`src/sv/nisd_pkg.sv`:
```
// ----------------------------------------------------------------------------
// nisd_pkg
// Types, constants and helpers shared by the NEC IR symbol decoder modules.
// ----------------------------------------------------------------------------
package nisd_pkg;

    localparam int MAX_SYMBOLS = 64;
    localparam int CNT_W       = $clog2(MAX_SYMBOLS + 1);

    localparam int DUR_W    = 15;
    localparam int MARGIN_W = 9;
    localparam int CMP_W    = 16;

    localparam logic [CMP_W-1:0] LEAD_MARK  = 16'd9000;
    localparam logic [CMP_W-1:0] LEAD_SPACE = 16'd4500;
    localparam logic [CMP_W-1:0] BIT_MARK   = 16'd560;
    localparam logic [CMP_W-1:0] ZERO_SPACE = 16'd560;
    localparam logic [CMP_W-1:0] ONE_SPACE  = 16'd1690;
    localparam logic [CMP_W-1:0] RPT_MARK   = 16'd9000;
    localparam logic [CMP_W-1:0] RPT_SPACE  = 16'd2250;

    localparam logic [MARGIN_W-1:0] MARGIN_RESET = 9'd200;

    localparam int FRAME_LEN  = 34;
    localparam int REPEAT_LEN = 2;
    localparam int ADDR_BITS  = 16;
    localparam int CMD_BITS   = 8;

    localparam int FIFO_DEPTH = 4;
    localparam int FIFO_AW    = $clog2(FIFO_DEPTH);
    localparam int FIFO_CW    = $clog2(FIFO_DEPTH + 1);

    typedef struct packed {
        logic [DUR_W-1:0] mark_duration;
        logic [DUR_W-1:0] space_duration;
        logic             last_symbol;
    } t_sym_in;

    typedef struct packed {
        logic [ADDR_BITS-1:0] address;
        logic [CMD_BITS-1:0]  command;
        logic                 rpt_flag;
    } t_sym_out;

    // Classified symbol passed from the front end to the burst engine
    typedef struct packed {
        logic is_lead;
        logic is_rpt;
        logic is_one;
        logic is_zero;
        logic last;
    } t_sym_class;

    // Strictly inside nominal +/- margin
    function automatic logic dur_near(input logic [DUR_W-1:0]    d,
                                      input logic [CMP_W-1:0]    nom,
                                      input logic [MARGIN_W-1:0] m);
        logic [CMP_W-1:0] dd;
        logic [CMP_W-1:0] mm;
        dd = CMP_W'(d);
        mm = CMP_W'(m);
        return (dd < nom + mm) && (dd + mm > nom);
    endfunction

endpackage

```
`src/sv/nisd_front.sv`:
```
// ----------------------------------------------------------------------------
// nisd_front
// Holds the tolerance register and classifies each incoming symbol against
// the nominal NEC timings.
// ----------------------------------------------------------------------------
module nisd_front import nisd_pkg::*; (
    input  logic                i_clk,
    input  logic                i_rst_n,
    input  logic                i_cfg_valid,
    input  logic [MARGIN_W-1:0] i_cfg_data,
    input  t_sym_in             i_sym,
    output t_sym_class          o_class
);

    logic [MARGIN_W-1:0] r_margin;

    always_ff @(posedge i_clk) begin
        if (!i_rst_n) begin
            r_margin <= MARGIN_RESET;
        end else if (i_cfg_valid) begin
            r_margin <= i_cfg_data;
        end
    end

    logic mark_lead;
    logic mark_bit;

    assign mark_lead = dur_near(i_sym.mark_duration, LEAD_MARK, r_margin);
    assign mark_bit  = dur_near(i_sym.mark_duration, BIT_MARK, r_margin);

    always_comb begin
        o_class.is_lead = mark_lead && dur_near(i_sym.space_duration, LEAD_SPACE, r_margin);
        o_class.is_rpt  = dur_near(i_sym.mark_duration, RPT_MARK, r_margin)
                          && dur_near(i_sym.space_duration, RPT_SPACE, r_margin);
        o_class.is_one  = mark_bit && dur_near(i_sym.space_duration, ONE_SPACE, r_margin);
        o_class.is_zero = mark_bit && dur_near(i_sym.space_duration, ZERO_SPACE, r_margin);
        o_class.last    = i_sym.last_symbol;
    end

endmodule

```
`src/sv/nisd_fifo.sv`:
```
// ----------------------------------------------------------------------------
// nisd_fifo
// Short queue of classified symbols between the front end and burst engine.
// ----------------------------------------------------------------------------
module nisd_fifo import nisd_pkg::*; (
    input  logic       i_clk,
    input  logic       i_rst_n,
    input  logic       i_push,
    input  t_sym_class i_data,
    input  logic       i_pop,
    output t_sym_class o_data,
    output logic       o_full,
    output logic       o_empty
);

    t_sym_class               r_mem [FIFO_DEPTH];
    logic [FIFO_AW-1:0]       r_wr_ptr;
    logic [FIFO_AW-1:0]       r_rd_ptr;
    logic [FIFO_CW-1:0]       r_count;

    logic do_push;
    logic do_pop;

    assign o_full  = (r_count == FIFO_CW'(FIFO_DEPTH));
    assign o_empty = (r_count == '0);
    assign do_push = i_push && !o_full;
    assign do_pop  = i_pop && !o_empty;
    assign o_data  = r_mem[r_rd_ptr];

    always_ff @(posedge i_clk) begin
        if (do_push) begin
            r_mem[r_wr_ptr] <= i_data;
        end
    end

    always_ff @(posedge i_clk) begin
        if (!i_rst_n) begin
            r_wr_ptr <= '0;
            r_rd_ptr <= '0;
            r_count  <= '0;
        end else begin
            if (do_push) r_wr_ptr <= r_wr_ptr + 1'b1;
            if (do_pop)  r_rd_ptr <= r_rd_ptr + 1'b1;
            case ({do_push, do_pop})
                2'b10:   r_count <= r_count + 1'b1;
                2'b01:   r_count <= r_count - 1'b1;
                default: r_count <= r_count;
            endcase
        end
    end

    a_count_range: assert property (@(posedge i_clk) disable iff (!i_rst_n)
        r_count <= FIFO_CW'(FIFO_DEPTH))
        else $error("fifo count above depth");

    a_ptr_gap: assert property (@(posedge i_clk) disable iff (!i_rst_n)
        (r_count != '0 && r_count != FIFO_CW'(FIFO_DEPTH))
            |-> (r_wr_ptr - r_rd_ptr) == FIFO_AW'(r_count))
        else $error("fifo pointers disagree with count");

endmodule

```
`src/sv/nisd_back.sv`:
```
// ----------------------------------------------------------------------------
// nisd_back
// Burst engine: counts symbols, assembles address and command, and issues a
// result beat at burst end through a single output register.
// ----------------------------------------------------------------------------
module nisd_back import nisd_pkg::*; (
    input  logic       i_clk,
    input  logic       i_rst_n,
    input  logic       i_empty,
    input  t_sym_class i_class,
    output logic       o_pop,
    output logic       o_out_valid,
    input  logic       i_out_stall,
    output t_sym_out   o_out_data
);

    logic [CNT_W-1:0]     r_count;
    logic [ADDR_BITS-1:0] r_addr;
    logic [CMD_BITS-1:0]  r_cmd;
    logic                 r_good;
    logic                 r_rpt;
    logic [ADDR_BITS-1:0] r_saved_addr;
    logic [CMD_BITS-1:0]  r_saved_cmd;
    logic                 r_out_valid;
    t_sym_out             r_out;

    logic [CNT_W-1:0]     n_count;
    logic [ADDR_BITS-1:0] n_addr;
    logic [CMD_BITS-1:0]  n_cmd;
    logic                 n_good;
    logic                 n_rpt;
    logic                 bit_ok;
    logic [3:0]           addr_pos;
    logic [3:0]           cmd_pos;
    logic                 frame_hit;
    logic                 rpt_hit;

    assign o_pop       = !i_empty && (!r_out_valid || !i_out_stall);
    assign o_out_valid = r_out_valid;
    assign o_out_data  = r_out;

    assign bit_ok   = i_class.is_one || i_class.is_zero;
    assign addr_pos = 4'(r_count - CNT_W'(1));
    assign cmd_pos  = 4'(r_count - CNT_W'(17));

    always_comb begin
        n_addr = r_addr;
        n_cmd  = r_cmd;
        n_good = r_good;
        n_rpt  = r_rpt;
        if (r_count == '0) begin
            n_good = i_class.is_lead;
            n_rpt  = i_class.is_rpt;
        end else if (r_count <= CNT_W'(16)) begin
            if (bit_ok) n_addr[addr_pos] = i_class.is_one;
            else        n_good = 1'b0;
        end else if (r_count <= CNT_W'(32)) begin
            // only the low command byte is ever reported
            if (!bit_ok)                  n_good = 1'b0;
            else if (cmd_pos < 4'(CMD_BITS)) n_cmd[cmd_pos[2:0]] = i_class.is_one;
        end
        n_count = (r_count < CNT_W'(MAX_SYMBOLS)) ? r_count + 1'b1 : r_count;
    end

    assign frame_hit = i_class.last && (n_count == CNT_W'(FRAME_LEN)) && n_good;
    assign rpt_hit   = i_class.last && (n_count == CNT_W'(REPEAT_LEN)) && n_rpt;

    always_ff @(posedge i_clk) begin
        if (!i_rst_n) begin
            r_count      <= '0;
            r_addr       <= '0;
            r_cmd        <= '0;
            r_good       <= 1'b1;
            r_rpt        <= 1'b0;
            r_saved_addr <= '0;
            r_saved_cmd  <= '0;
            r_out_valid  <= 1'b0;
        end else begin
            if (o_pop && (frame_hit || rpt_hit)) begin
                r_out_valid <= 1'b1;
            end else if (!i_out_stall) begin
                r_out_valid <= 1'b0;
            end
            if (o_pop) begin
                if (i_class.last) begin
                    r_count <= '0;
                    r_addr  <= '0;
                    r_cmd   <= '0;
                    r_good  <= 1'b1;
                    r_rpt   <= 1'b0;
                end else begin
                    r_count <= n_count;
                    r_addr  <= n_addr;
                    r_cmd   <= n_cmd;
                    r_good  <= n_good;
                    r_rpt   <= n_rpt;
                end
                if (frame_hit) begin
                    r_saved_addr <= n_addr;
                    r_saved_cmd  <= n_cmd;
                end
            end
        end
    end

    always_ff @(posedge i_clk) begin
        if (o_pop && frame_hit) begin
            r_out.address  <= n_addr;
            r_out.command  <= n_cmd;
            r_out.rpt_flag <= 1'b0;
        end else if (o_pop && rpt_hit) begin
            r_out.address  <= r_saved_addr;
            r_out.command  <= r_saved_cmd;
            r_out.rpt_flag <= 1'b1;
        end
    end

    a_burst_clear: assert property (@(posedge i_clk) disable iff (!i_rst_n)
        (o_pop && i_class.last) |=> (r_count == '0 && r_good && !r_rpt))
        else $error("burst state not cleared after last symbol");

    a_result_at_end: assert property (@(posedge i_clk) disable iff (!i_rst_n)
        $rose(r_out_valid) |-> $past(o_pop && i_class.last))
        else $error("result issued without burst end");

    a_no_pop_blocked: assert property (@(posedge i_clk) disable iff (!i_rst_n)
        (r_out_valid && i_out_stall) |-> !o_pop)
        else $error("symbol consumed while result held");

endmodule

```
`src/sv/nec_ir_symbol_decoder.sv`:
```
// ----------------------------------------------------------------------------
// nec_ir_symbol_decoder
// NEC infrared frame decoder working on one mark/space symbol per beat.
// ----------------------------------------------------------------------------
// Input channel (i_in_valid / o_in_stall / i_in_data) takes one symbol per
// beat: mark and space durations in microseconds plus the last-symbol flag.
// A 34-symbol burst with a good leader and 32 valid data bits yields one
// result beat (address, command low byte, rpt_flag = 0). A 2-symbol burst
// starting with the repeat header yields the last good address and command
// with rpt_flag = 1. Other bursts give nothing. Results leave on the output
// channel (o_out_valid / i_out_stall / o_out_data) only at burst end.
// One symbol is accepted per cycle while o_in_stall is low. o_out_valid is
// registered: the last symbol passes through the queue register, then the
// output register, which loads only when it is empty or not stalled.
// A 4-entry symbol queue sits between the classifier
// and the burst engine; when the receiver stalls with a result pending, the
// engine holds and the queue absorbs up to 4 more symbols before o_in_stall
// rises. The tolerance register is written on the cfg channel (always ready)
// and resets to 200 us. Reset clears the burst state and saved address and
// command to zero.
// ----------------------------------------------------------------------------
module nec_ir_symbol_decoder import nisd_pkg::*; (
    input  logic                i_clk,
    input  logic                i_rst_n,
    input  logic                i_cfg_valid,
    output logic                o_cfg_ready,
    input  logic [MARGIN_W-1:0] i_cfg_data,
    input  logic                i_in_valid,
    output logic                o_in_stall,
    input  t_sym_in             i_in_data,
    output logic                o_out_valid,
    input  logic                i_out_stall,
    output t_sym_out            o_out_data
);

    t_sym_class sym_class;
    t_sym_class head_class;
    logic       fifo_full;
    logic       fifo_empty;
    logic       pop;

    assign o_cfg_ready = 1'b1;
    assign o_in_stall  = fifo_full;

    nisd_front u_front (
        .i_clk       (i_clk),
        .i_rst_n     (i_rst_n),
        .i_cfg_valid (i_cfg_valid),
        .i_cfg_data  (i_cfg_data),
        .i_sym       (i_in_data),
        .o_class     (sym_class)
    );

    nisd_fifo u_fifo (
        .i_clk   (i_clk),
        .i_rst_n (i_rst_n),
        .i_push  (i_in_valid),
        .i_data  (sym_class),
        .i_pop   (pop),
        .o_data  (head_class),
        .o_full  (fifo_full),
        .o_empty (fifo_empty)
    );

    nisd_back u_back (
        .i_clk       (i_clk),
        .i_rst_n     (i_rst_n),
        .i_empty     (fifo_empty),
        .i_class     (head_class),
        .o_pop       (pop),
        .o_out_valid (o_out_valid),
        .i_out_stall (i_out_stall),
        .o_out_data  (o_out_data)
    );

endmodule

```
`config.mk`:
```
export PLATFORM = sky130hd
export DESIGN_NAME = nec_ir_symbol_decoder
export DESIGN_NICKNAME = d
export VERILOG_FILES = /design/src/sv/nisd_pkg.sv /design/src/sv/nisd_front.sv /design/src/sv/nisd_fifo.sv /design/src/sv/nisd_back.sv /design/src/sv/nec_ir_symbol_decoder.sv
export SDC_FILE = /design/constraint.sdc
export NUM_CORES = 1
export LEC_CHECK = 0
export ABC_CLOCK_PERIOD_IN_PS = 8300
export BUFFER_PORTS_ARGS = -buffer_cell sky130_fd_sc_hd__buf_2
export CORE_ASPECT_RATIO = 1.2
export CORE_MARGIN = 10
export CORE_UTILIZATION = 45
export CTS_CLUSTER_DIAMETER = 30
export DETAILED_ROUTE_END_ITERATION = 10
export SLEW_MARGIN = 10
export SYNTH_ARGS = -nofsm -noshare
export SYNTH_HDL_FRONTEND = slang
export SYNTH_HIERARCHICAL = 1
export SYNTH_SLANG_ARGS = --single-unit
export TNS_END_PERCENT = 50
```
`constraint.sdc`:
```
create_clock -name i_clk -period 8.3 [get_ports i_clk]
set_clock_uncertainty 0.05 [all_clocks]
set_input_delay 2.49 -clock i_clk [delete_from_list [all_inputs] [get_ports i_clk]]
set_output_delay 2.49 -clock i_clk [all_outputs]
set_load 0.05 [all_outputs]
```
==> summary.md, run 1 <==
| Metric | Value |
|---|---|
| Tmin final | `5.65 ns` |
| Worst path cell trace | `buf_2 -> ha_1 -> fa_1 -> nor2b_1 -> o311a_1 -> a21oi_1 -> a21oi_1 -> mux2_2 -> o22ai_1 -> o211ai_1 -> a2111oi_0` |
| Primary FF master, synth | `dfxtp_1` |
| Final hold vios | `0` |
| Drc violations | `0` |
| Drt wl/cell | `17.9 um` |
| 1st-pass router iterations | `5` |
| Outcome | `complete, no violations` |
| Setup crit start kind | `input pin` |
| Share of layout cells above drive strength 1 | `15.5%` |
| Rows | `57` |
| MaxCap Viol Count | `0` |
| Mapped Cells | `1017` |
| Number of CTS-inserted buffers | `17` |
| Number of synthesized flops with an enable pin | `44` |
| Die height | `178 um` |
| Largest net degree at the start of global routing | `59` |
| Fill cells | `1912` |
| CTS max path bufs | `2` |
| Worst Path Buf+Inv | `1` |
| Grt ovf | `0` |
| Worst Tran Pin Value | `0.976 ns` |
| Worst skew pair latency | `0.42 ns` |
| Clock root buffer | `clkbuf_16` |
| Initial antenna violation count | `1` |
| Clock sink count | `121` |
| CP Data Required Time | `8.33 ns` |
| Iter 0 DRT Violations | `519` |
| Resized Gates After CTS | `0` |
| Antenna diodes | `0` |
| Mapped Avg Cell Area | `9.18 um^2` |
| Final worst-path cycle share | `68.0%` |
| Distinct cells, synth | `106` |
| Max_slew headroom | `34.5%` |
| Crit-path max cell delay | `0.76 ns` |
| Nets | `1193` |
| Critical path fanouts, max | `5` |
| CTS tree | `yes` |
| Die width | `151 um` |
| CTS Hold Bufs | `0` |
| Final setup margin | `2.65 ns` |
| RSZ-0062 raised after global routing | `no` |
| Post-DP HPWL | `17.8 mm` |
| Final core utilization | `51.0%` |
| CP Data Arrival Time | `5.68 ns` |
| H-Tree Depth | `4` |
| Pins over their slew limit | `0` |
| Area Overhead vs Synth | `11.0%` |
| I/O pin cnt | `73` |
| Register area share after synthesis | `30.7%` |
| Peak supply drop | `147 uV` |
| Setup WS pre-CTS | `2.30 ns` |
| Post-synthesis register bit count | `121` |
| Top achievable clock speed | `177 MHz` |
| CP Class | `input pin to register` |
| Design Power | `2.11 mW` |
| Port buffer count | `71` |
| Slowest cell on crit path | `a2111oi_0` |
| Pwr Density | `204 mW/mm^2` |
| CORE AREA | `0.0203 mm^2` |
| Setup TNS | `0 ns` |
| Total die area | `0.0269 mm^2` |
| Synth warnings | `6` |
| Layout Cells excl Fill | `1332` |
| Vias/cell | `5.90` |
| Crit-path most repeated cell | `a21oi_1` |
| Routed Antenna Nets | `0` |
| Mapped cell area | `0.00934 mm^2` |
| # Post-CTS Setup Buffers | `0` |
| Starting Density | `45.9%` |
| Syn_nets | `1156` |
| First-pass GRT wire length | `39.7 mm` |
| Clk pin slew, worst setup/hold paths | `0.06 ns` |
| Total GRT Usage | `18.0%` |
| Leak | `3.99 nW` |
| Post-Route WL | `23.8 mm` |
| DP Cell Count | `1300` |
| Fraction of registers with async set/reset | `0%` |
| Vias post-DR | `7865` |
| Setup violations, final | `0` |
| Cell family with most CP delay | `compound AO/OA/AOI/OAI gates` |
| Crit. End Element | `register` |
| Hold crit path type | `register to register` |
| Vias in the first global route | `7836` |
| GPL Wtd Cong | `0.838` |
-- layout make-up --
class | count | area [um^2] | share of cell area (%)
Clock inverter | 15 | 148 | 1.42
Tap cell | 265 | 332 | 3.20
Multi-Input combinational cell | 797 | 6040 | 58.3
Inverter | 39 | 146 | 1.41
Clock buffer | 17 | 425 | 4.11
Sequential cell | 121 | 2860 | 27.6
Timing Repair Buffer | 78 | 408 | 3.94
-- cell families after synthesis --
family,share of synthesized area [%]
compound gates,24.3
simple gates,18.9
flops,30.7
buf+inv,4.68
fa+ha+maj,12.8
xor+xnor,3.83
mux,4.81
other cells,0.0402
-- state kept, by name (all words and copies together), names as in the netlist, named ones only --
register and count:
u_back/o_out_data 25, u_back/r_saved_cmd 8, u_back/r_count 7, u_fifo/r_mem 20, u_fifo/r_count 3, u_front/r_margin 9
u_back/r_rpt 1, u_fifo/r_wr_ptr 2, u_back/r_saved_addr 16, u_back/r_addr 16, u_back/r_good 1, u_back/r_cmd 8
u_back/o_out_valid 1, u_fifo/r_rd_ptr 2
-- stage by stage --
stage	hold WS (ns)	area, um^2
after floorplan	0.382	9340
after global placement	0.391	9790
after detailed placement	0.399	9790
after CTS	0.410	10400
after global routing	0.424	10400
final	0.412	10400
-- power breakdown --
group | switching, mW | internal [mW]
Sequential | 0.0393 | 0.644
Combinational | 0.482 | 0.234
Clock | 0.316 | 0.400
Total | 0.837 | 1.28
-- cell usage in the layout (no fill, tap or decap), types with 11 or more instances in the layout --
cell type  synthesis  final
nand3_1           35     35
xnor2_1           16     16
nor2_1            51     51
nor3_1            16     16
a31oi_1           12     12
o211ai_1          31     31
edfxtp_1          44     44
a21o_1            15     15
nor2b_1           24     24
inv_1             35     35
o21ai_1           11     11
clkbuf_16          0     17
a211oi_1          12     12
o2bb2ai_1         14     14
nand4_1           17     17
dfxtp_1           77     77
xor2_1            23     23
o21ai_0           60     60
mux2i_1           28     27
a21oi_1           59     59
ha_1              91     91
nand2b_1          21     21
nand2_1           58     58
buf_2             19     71
-- Yosys cell counts, types with 6 or more instances --
library cell / n / area share (%)
nor2_1: 51 / 2.1
clkbuf_1: 32 / 1.3
dfxtp_1: 77 / 17
or3_1: 7 / 0.47
nand4_1: 17 / 1.1
nor2b_1: 24 / 1.6
a32oi_1: 9 / 0.84
o211ai_1: 31 / 2.5
and2_1: 10 / 0.67
xor2_1: 23 / 2.2
a21o_1: 15 / 1.2
o2bb2ai_1: 14 / 1.3
ha_1: 91 / 12
nand3_1: 35 / 1.9
a21oi_1: 59 / 3.2
mux2i_1: 28 / 3.0
edfxtp_1: 44 / 14
a31oi_1: 12 / 0.80
nor4_1: 6 / 0.40
and3_1: 10 / 0.67
o21a_1: 6 / 0.48
o21ai_0: 60 / 3.2
o21ai_1: 11 / 0.59
nand2_1: 58 / 2.3
buf_2: 19 / 1.0
nor3_1: 16 / 0.86
o2111ai_1: 10 / 0.94
inv_1: 35 / 1.4
xnor2_1: 16 / 1.5
a211oi_1: 12 / 0.96
nand2b_1: 21 / 1.4
-- worst reg2reg max path, stage by stage (launching register included) --
cell       delay, ns
dfxtp_1         0.61
inv_1           0.21
ha_1            0.32
nand2b_1        0.19
a221oi_4        0.36
o2111ai_2       0.20
and3b_1         0.25
or4_4           0.52
o311ai_1        0.12
o211ai_1        0.20
a2111oi_0       0.76
-- metal layers --
layer  vias to the layer above  part of all wire [%]  track usage, %
li1                       3925                     -               -
met1                      3729                    40            20.2
met2                       187                    54            33.5
met3                        24                   4.6            3.39
met4                         0                   1.4            5.21
met5                         -                     0               0
-- final timing paths --
kind                            slack, ns                  to  cells past startpoint           startpoint
worst max-delay path                 2.65  u_fifo/r_mem[3][1]                     11        i_in_data[16]
worst min-delay path                 0.41   u_back/r_addr[11]                      2    u_back/r_addr[11]
worst max register to register       4.19  u_fifo/r_mem[3][1]                     10  u_front/r_margin[1]
worst min register to register       0.41   u_back/r_addr[11]                      2    u_back/r_addr[11]
Note: power is estimated with default switching activity, not from simulation.
==> run 2: changes to the inputs <==
Settings changed: ABC_CLOCK_PERIOD_IN_PS 8300 to 5700.
Clock period 8.3 ns to 5.7 ns, I/O delays scaled along.
==> run 2 against run 1 <==
  * Clock power increased by 45%
  * Sequential share of layout area decreased by 0.057 points
  * Global-route usage decreased by 0.38 points
  * Cell area increased by 0.21%
  * Combinational power increased by 45%
  * Flip-flop and latch count unchanged
  * First-iteration DRC count decreased by 30%
  * Sequential power increased by 46%
  * Die area unchanged
  * Non-clock buffer count increased by 3
  * Routed wire length decreased by 0.78%
  * Critical endpoint unchanged
  * Largest power group is now combinational cells
==> summary.md, run 2 (synthesis results as in run 1) <==
| Metric | Value |
|---|---|
| Final hold vios | `0` |
| Clk pwr share | `33.7%` |
| DR WL met2 | `12.6 mm` |
| WHS | `0.402 ns` |
| Drc violations | `0` |
| Setup violations, final | `0` |
| CP Class | `input pin to register` |
| Hold Path Stages | `2` |
| Design Power | `3.08 mW` |
| Clock sink count | `121` |
| CTS max path bufs | `2` |
| Total GRT Usage | `17.7%` |
| CORE AREA | `0.0203 mm^2` |
| Vias in the first global route | `7730` |
| Port buffer count | `71` |
| Worst Tran Pin Value | `0.976 ns` |
| Resized Gates After CTS | `0` |
| Reg2Reg Depth | `10` |
| Setup TNS | `0 ns` |
| Nets | `1196` |
| Area Overhead vs Synth | `11.2%` |
| FF-to-FF setup slack | `1.49 ns` |
| CTS tree | `yes` |
| Largest net degree at the start of global routing | `39` |
| Setup crit start kind | `input pin` |
| 1st-pass router iterations | `5` |
| DP Area | `0.00981 mm^2` |
| Starting Density | `45.9%` |
| Most common cell after layout, fill and taps aside | `ha_1` |
| Sequential share of power | `32.4%` |
| Vias post-DR | `7806` |
| Total die area | `0.0269 mm^2` |
| CP Data Arrival Time | `4.83 ns` |
| Crit. End Element | `register` |
| MaxCap Viol Count | `0` |
| Switching power | `1.18 mW` |
| Vias/cell | `5.84` |
| CTS Hold Bufs | `0` |
| Initial antenna violation count | `2` |
| Post-DP HPWL | `17.8 mm` |
| Post-Route WL | `23.6 mm` |
| Max Used Layer | `met4` |
| Wire length on met3 | `817 um` |
| Clk pin slew, worst setup/hold paths | `0.06 ns` |
| Share of layout cells above drive strength 1 | `15.7%` |
| Pwr Density | `296 mW/mm^2` |
| Leak | `3.99 nW` |
| I/O pin cnt | `73` |
| CP startpoint | `i_in_data[16]` |
| Outcome | `complete, no violations` |
| Max reg flops | `25` |
| Post-route cell area | `0.0104 mm^2` |
| Die height | `178 um` |
| Hold crit path type | `register to register` |
| GPL Wtd Cong | `0.840` |
| First-pass GRT wire length | `38.8 mm` |
| Pins over their slew limit | `0` |
| Rows | `57` |
| Crit path to | `u_fifo/r_mem[3][1]` |
| RSZ-0062 raised after global routing | `no` |
| Drt wl/cell | `17.7 um` |
| Crit Reg-Reg Endpoint | `u_fifo/r_mem[3][1]` |
| Combinational power share | `33.9%` |
| Critical path fanouts, max | `5` |
| # Post-CTS Setup Buffers | `0` |
| Tmin final | `4.81 ns` |
| Met1 Wirelength | `9.81 mm` |
| Worst skew pair latency | `0.42 ns` |
| Reg2reg start | `u_front/r_margin[1]` |
| Top achievable clock speed | `208 MHz` |
| Clock root buffer | `clkbuf_16` |
| Iter 0 DRT Violations | `362` |
| Sw frac | `38.4%` |
| Routed Antenna Nets | `0` |
| CP Data Required Time | `5.72 ns` |
| Number of CTS-inserted buffers | `17` |
| H-Tree Depth | `4` |
| Final worst-path cycle share | `84.5%` |
| Grt ovf | `0` |
| Max_slew headroom | `33.2%` |
| Die width | `151 um` |
| Peak supply drop | `211 uV` |
| Pint | `1.89 mW` |
| Most frequent cells in the layout | `ha_1, dfxtp_1, buf_2, o21ai_0, a21oi_1` |
-- run 2: cell types whose count changed in the layout (fill, tap and decap cells not counted) --
cell and change:
bufinv_16 +1, clkinv_8 -1, diode_2 +2, clkinv_2 +3, inv_8 -3, clkinvlp_4 +3
inv_6 -2, inv_4 -1, buf_4 +3
-- run 2: stage by stage --
stage,setup WS [ns],instances,utilization (%)
after floorplan,1.16,1017,-
after global placement,0.700,1303,48.3
after detailed placement,0.629,1303,48.3
after CTS,0.879,1335,51.1
after global routing,0.605,1335,51.1
final,0.885,1337,51.1
-- run 2: worst max-delay path, cell delays in order --
cell and delay (ns):
buf_2 0.11, ha_1 0.21, fa_1 0.40, nor2b_1 0.20, o2111ai_1 0.19, a41oi_1 0.19, o21a_1 0.21, or4_4 0.49
o311ai_1 0.12, o211ai_1 0.22, a2111oi_0 0.79
-- run 2: cell type report --
type                    count  area [um^2]
inverters                  39          146
diodes                      2         5.00
flip-flops and latches    121         2860
clock buffers              17          425
fillers                  1968         9940
repair buffers             81          430
well taps                 265          332
multi-input cells         797         6040
clock inverters            15          141
-- run 2: power by group through the flow --
stage / logic (mW) / registers [mW] / clock network (mW)
finish: 1.04 / 0.995 / 1.04
global route: 1.16 / 1.01 / 1.10
CTS: 1.04 / 0.997 / 1.06
detailed placement: 1.04 / 1.02 / 0
global placement: 1.04 / 1.01 / 0
floorplan: 0.781 / 1.00 / 0
-- run 2: how the worst min path moves through the flow --
stage,start,endpoint
after detailed placement,u_back/r_addr[11],u_back/r_addr[11]
after global routing,u_back/r_addr[15],u_back/r_addr[15]
after CTS,u_back/r_addr[11],u_back/r_addr[11]
after floorplan,u_back/r_addr[11],u_back/r_addr[11]
after global placement,u_back/r_addr[11],u_back/r_addr[11]
final,u_back/r_addr[11],u_back/r_addr[11]
-- run 2: metal layers --
metal  vias to the layer above  GRT usage, %
met5                         -             0
met2                       118          32.6
li1                       3942             -
met3                        22          3.44
met1                      3724          19.5
met4                         0          6.09
==> run 3: changes to the inputs <==
Settings changed: ABC_AREA set to 1, ABC_CLOCK_PERIOD_IN_PS 5700 to 4200, PLACE_DENSITY set to 0.65.
Clock period 5.7 ns to 4.2 ns, I/O delays scaled along.
==> run 3 against run 2 <==
  * Final cell count grew 27%
  * Sequential share of layout area is 0.093 points lower
  * Hold slack worse by 0.0055 ns
  * Clock power increased by 32%
  * Critical path depth grew 5
  * Routed wire length up 1.1%
  * Area after synthesis down 0.80%
  * Via count up 12%
  * First-iteration DRC count grew 36%
==> summary.md, run 3 <==
| Metric | Value |
|---|---|
| Outcome | `complete, no violations` |
| Leak | `5.04 nW` |
| Syn_nets | `1496` |
| CORE AREA | `0.0203 mm^2` |
| Worst Tran Pin Value | `0.743 ns` |
| CTS tree | `yes` |
| Final hold vios | `0` |
| Nets | `1564` |
| CP Data Arrival Time | `3.52 ns` |
| Clk pin slew, worst setup/hold paths | `0.06 ns` |
| Starting Density | `45.7%` |
| CP Data Required Time | `4.39 ns` |
| Vias in the first global route | `8350` |
| Crit. End Element | `register` |
| Clock root buffer | `clkbuf_16` |
| Hold crit path type | `register to register` |
| Worst path cell trace | `inv_1 -> ha_1 -> nand2_1 -> nand2_1 -> nand2_1 -> nand2_1 -> xor2_1 -> ha_1 -> a21oi_1 -> o21ai_0 -> a211o_1 -> a21oi_1 -> nand2_1 -> inv_1 -> nand2_1 -> nor2_1` |
| I/O pin cnt | `73` |
| Total GRT Usage | `18.0%` |
| Post-DP HPWL | `18.6 mm` |
| Reg2reg start | `u_front/r_margin[4]` |
| Primary FF master, synth | `dfxtp_1` |
| Initial antenna violation count | `0` |
| Clock sink count | `121` |
| Vias/cell | `5.12` |
| Max reg flops | `25` |
| FF-to-FF setup slack | `0.86 ns` |
| Largest net degree at the start of global routing | `58` |
| Distinct cells, synth | `47` |
| Number of CTS-inserted buffers | `17` |
| Rows | `57` |
| 1st-pass router iterations | `5` |
| # Post-CTS Setup Buffers | `0` |
| Crit-path max cell delay | `0.61 ns` |
| CTS max path bufs | `2` |
| Peak supply drop | `335 uV` |
| Mapped cell area | `0.00926 mm^2` |
| Crit-path most repeated cell | `nand2_1` |
| Resized Gates After CTS | `0` |
| Vias post-DR | `8725` |
| Pwr Density | `400 mW/mm^2` |
| GPL Wtd Cong | `0.903` |
| CP Class | `register to register` |
| Setup crit start kind | `register` |
| CTS Hold Bufs | `0` |
| Grt ovf | `0` |
| Hold endpoint | `u_back/o_out_data[0]` |
| Setup TNS | `0 ns` |
| Share of layout cells above drive strength 1 | `12.4%` |
| Iter 0 DRT Violations | `494` |
| Fraction of registers with async set/reset | `0%` |
| Final worst-path cycle share | `79.5%` |
| Routed Antenna Nets | `0` |
| Setup violations, final | `0` |
| First-pass GRT wire length | `39.1 mm` |
| Reg2Reg Depth | `16` |
| Mapped Cells | `1357` |
| Mapped Avg Cell Area | `6.82 um^2` |
| Final core utilization | `51.4%` |
| Max_slew headroom | `50.1%` |
| Hold Crit Start | `u_back/o_out_data[0]` |
| Number of synthesized flops with an enable pin | `44` |
| Most common cell after layout, fill and taps aside | `nand2_1` |
| Slowest cell on crit path | `dfxtp_1` |
| Total die area | `0.0267 mm^2` |
| Top achievable clock speed | `300 MHz` |
| Drc violations | `0` |
| Tmin final | `3.34 ns` |
| Antenna diodes | `0` |
| Hold Path Stages | `2` |
| Most frequent cells in the layout | `nand2_1, inv_1, nand3_1, a21oi_1, nor2_1` |
| Crit Reg-Reg Endpoint | `u_fifo/r_mem[3][2]` |
| Ranking of synthesized cells by area | `dfxtp_1, nand2_1, edfxtp_1, ha_1, inv_1` |
| RSZ-0062 raised after global routing | `no` |
| Share of the synthesized area in the top cell type | `16.6%` |
| Port buffer count | `71` |
| Worst skew pair latency | `0.42 ns` |
| Leading area contributor after synthesis | `dfxtp_1` |
| Post-Route WL | `23.9 mm` |
| Synth warnings | `6` |
| Area Overhead vs Synth | `12.5%` |
| Most instantiated cells after synthesis | `nand2_1, inv_1, nand3_1, a21oi_1, nor2_1` |
| Die width | `151 um` |
| Most frequent cell after synthesis | `nand2_1` |
| Die height | `177 um` |
| Post-synthesis register bit count | `121` |
| MaxCap Viol Count | `0` |
| Pins over their slew limit | `0` |
| Critical path fanouts, max | `10` |
| Drt wl/cell | `14.0 um` |
| H-Tree Depth | `4` |
| Register area share after synthesis | `30.9%` |
run 3: cell count changes in the layout (fill, tap and decap cells not counted), moves of 13 or more:
| cell | delta |
|---|---|
| a21oi_1 | +47 |
| o211ai_1 | -26 |
| a21o_1 | -13 |
| nand2_2 | +19 |
| nand2_1 | +335 |
| nand3_1 | +83 |
| mux2i_1 | -27 |
| nand2b_1 | -21 |
| nor2_2 | +13 |
| inv_1 | +137 |
| xnor2_1 | -13 |
| o2bb2ai_1 | -14 |
| nor2_1 | +50 |
| nor2b_1 | -24 |
run 3: how the worst max path moves through the flow:
stage | startpoint | endpoint | cells after the start
after floorplan | i_in_data[1] | u_fifo/r_mem[0][2] | 16
after global placement | i_in_data[1] | u_fifo/r_mem[1][4] | 16
after detailed placement | i_in_data[1] | u_fifo/r_mem[2][4] | 16
after CTS | u_front/r_margin[4] | u_fifo/r_mem[1][2] | 16
after global routing | u_front/r_margin[4] | u_fifo/r_mem[2][2] | 16
final | u_front/r_margin[4] | u_fifo/r_mem[3][2] | 16
run 3: logic make-up (layout without fill, tap and decap cells):
kind of cell             after synthesis  after routing  synth area share (%)
AND/OR/NAND/NOR                      695            695                  32.5
buffers and inverters                217            298                  9.24
AO/OA/AOI/OAI                        207            207                  12.1
flip-flops                           121            121                  30.9
adder cells (fa/ha/maj)               94             94                  12.9
XOR/XNOR                              22             22                  2.24
other                                  1              1                0.0405
run 3: area by class of cell:
class                           instances  area [um^2]
Clock buffer                           18          429
Clock inverter                         14          129
Fill cell                            2061         9840
Inverter                              186          698
Multi-Input combinational cell       1019         5550
Sequential cell                       121         2860
Tap cell                              265          332
Timing Repair Buffer                   80          423
run 3: power by group:
part	leakage, nW	switching [mW]	total, mW	internal [mW]
Combinational	3.69	1.02	1.46	0.431
Clock	0.266	0.554	1.37	0.814
Sequential	1.09	0.0641	1.35	1.28
Total	5.04	1.64	4.17	2.53
run 3: metal layers:
metal | wire length [um] | track usage (%)
met5 | 0 | 0
met2 | 12400 | 33.2
met1 | 9640 | 19.2
met4 | 820 | 8.31
met3 | 1020 | 3.43
run 3: stage by stage:
step | hold slack, ns | instance area [um^2] | std cells | power (mW) | setup WS [ns]
floorplan | 0.391 | 9260 | 1357 | 2.44 | 1.01
global placement | 0.389 | 9860 | 1671 | 2.81 | 0.699
detailed placement | 0.390 | 9860 | 1671 | 2.83 | 0.678
CTS | 0.400 | 10400 | 1703 | 4.20 | 0.867
global route | 0.433 | 10400 | 1703 | 4.47 | 0.576
finish | 0.397 | 10400 | 1703 | 4.17 | 0.862
run 3: worst max-delay path: cells and delay by family (launching register included):
| family | cells | cell delay [ns] |
|---|---|---|
| flip-flops | 1 | 0.61 |
| XOR/XNOR | 1 | 0.16 |
| AND/OR/NAND/NOR | 7 | 0.64 |
| buffers and inverters | 2 | 0.33 |
| adder cells (fa/ha/maj) | 2 | 0.57 |
| AO/OA/AOI/OAI | 4 | 0.80 |
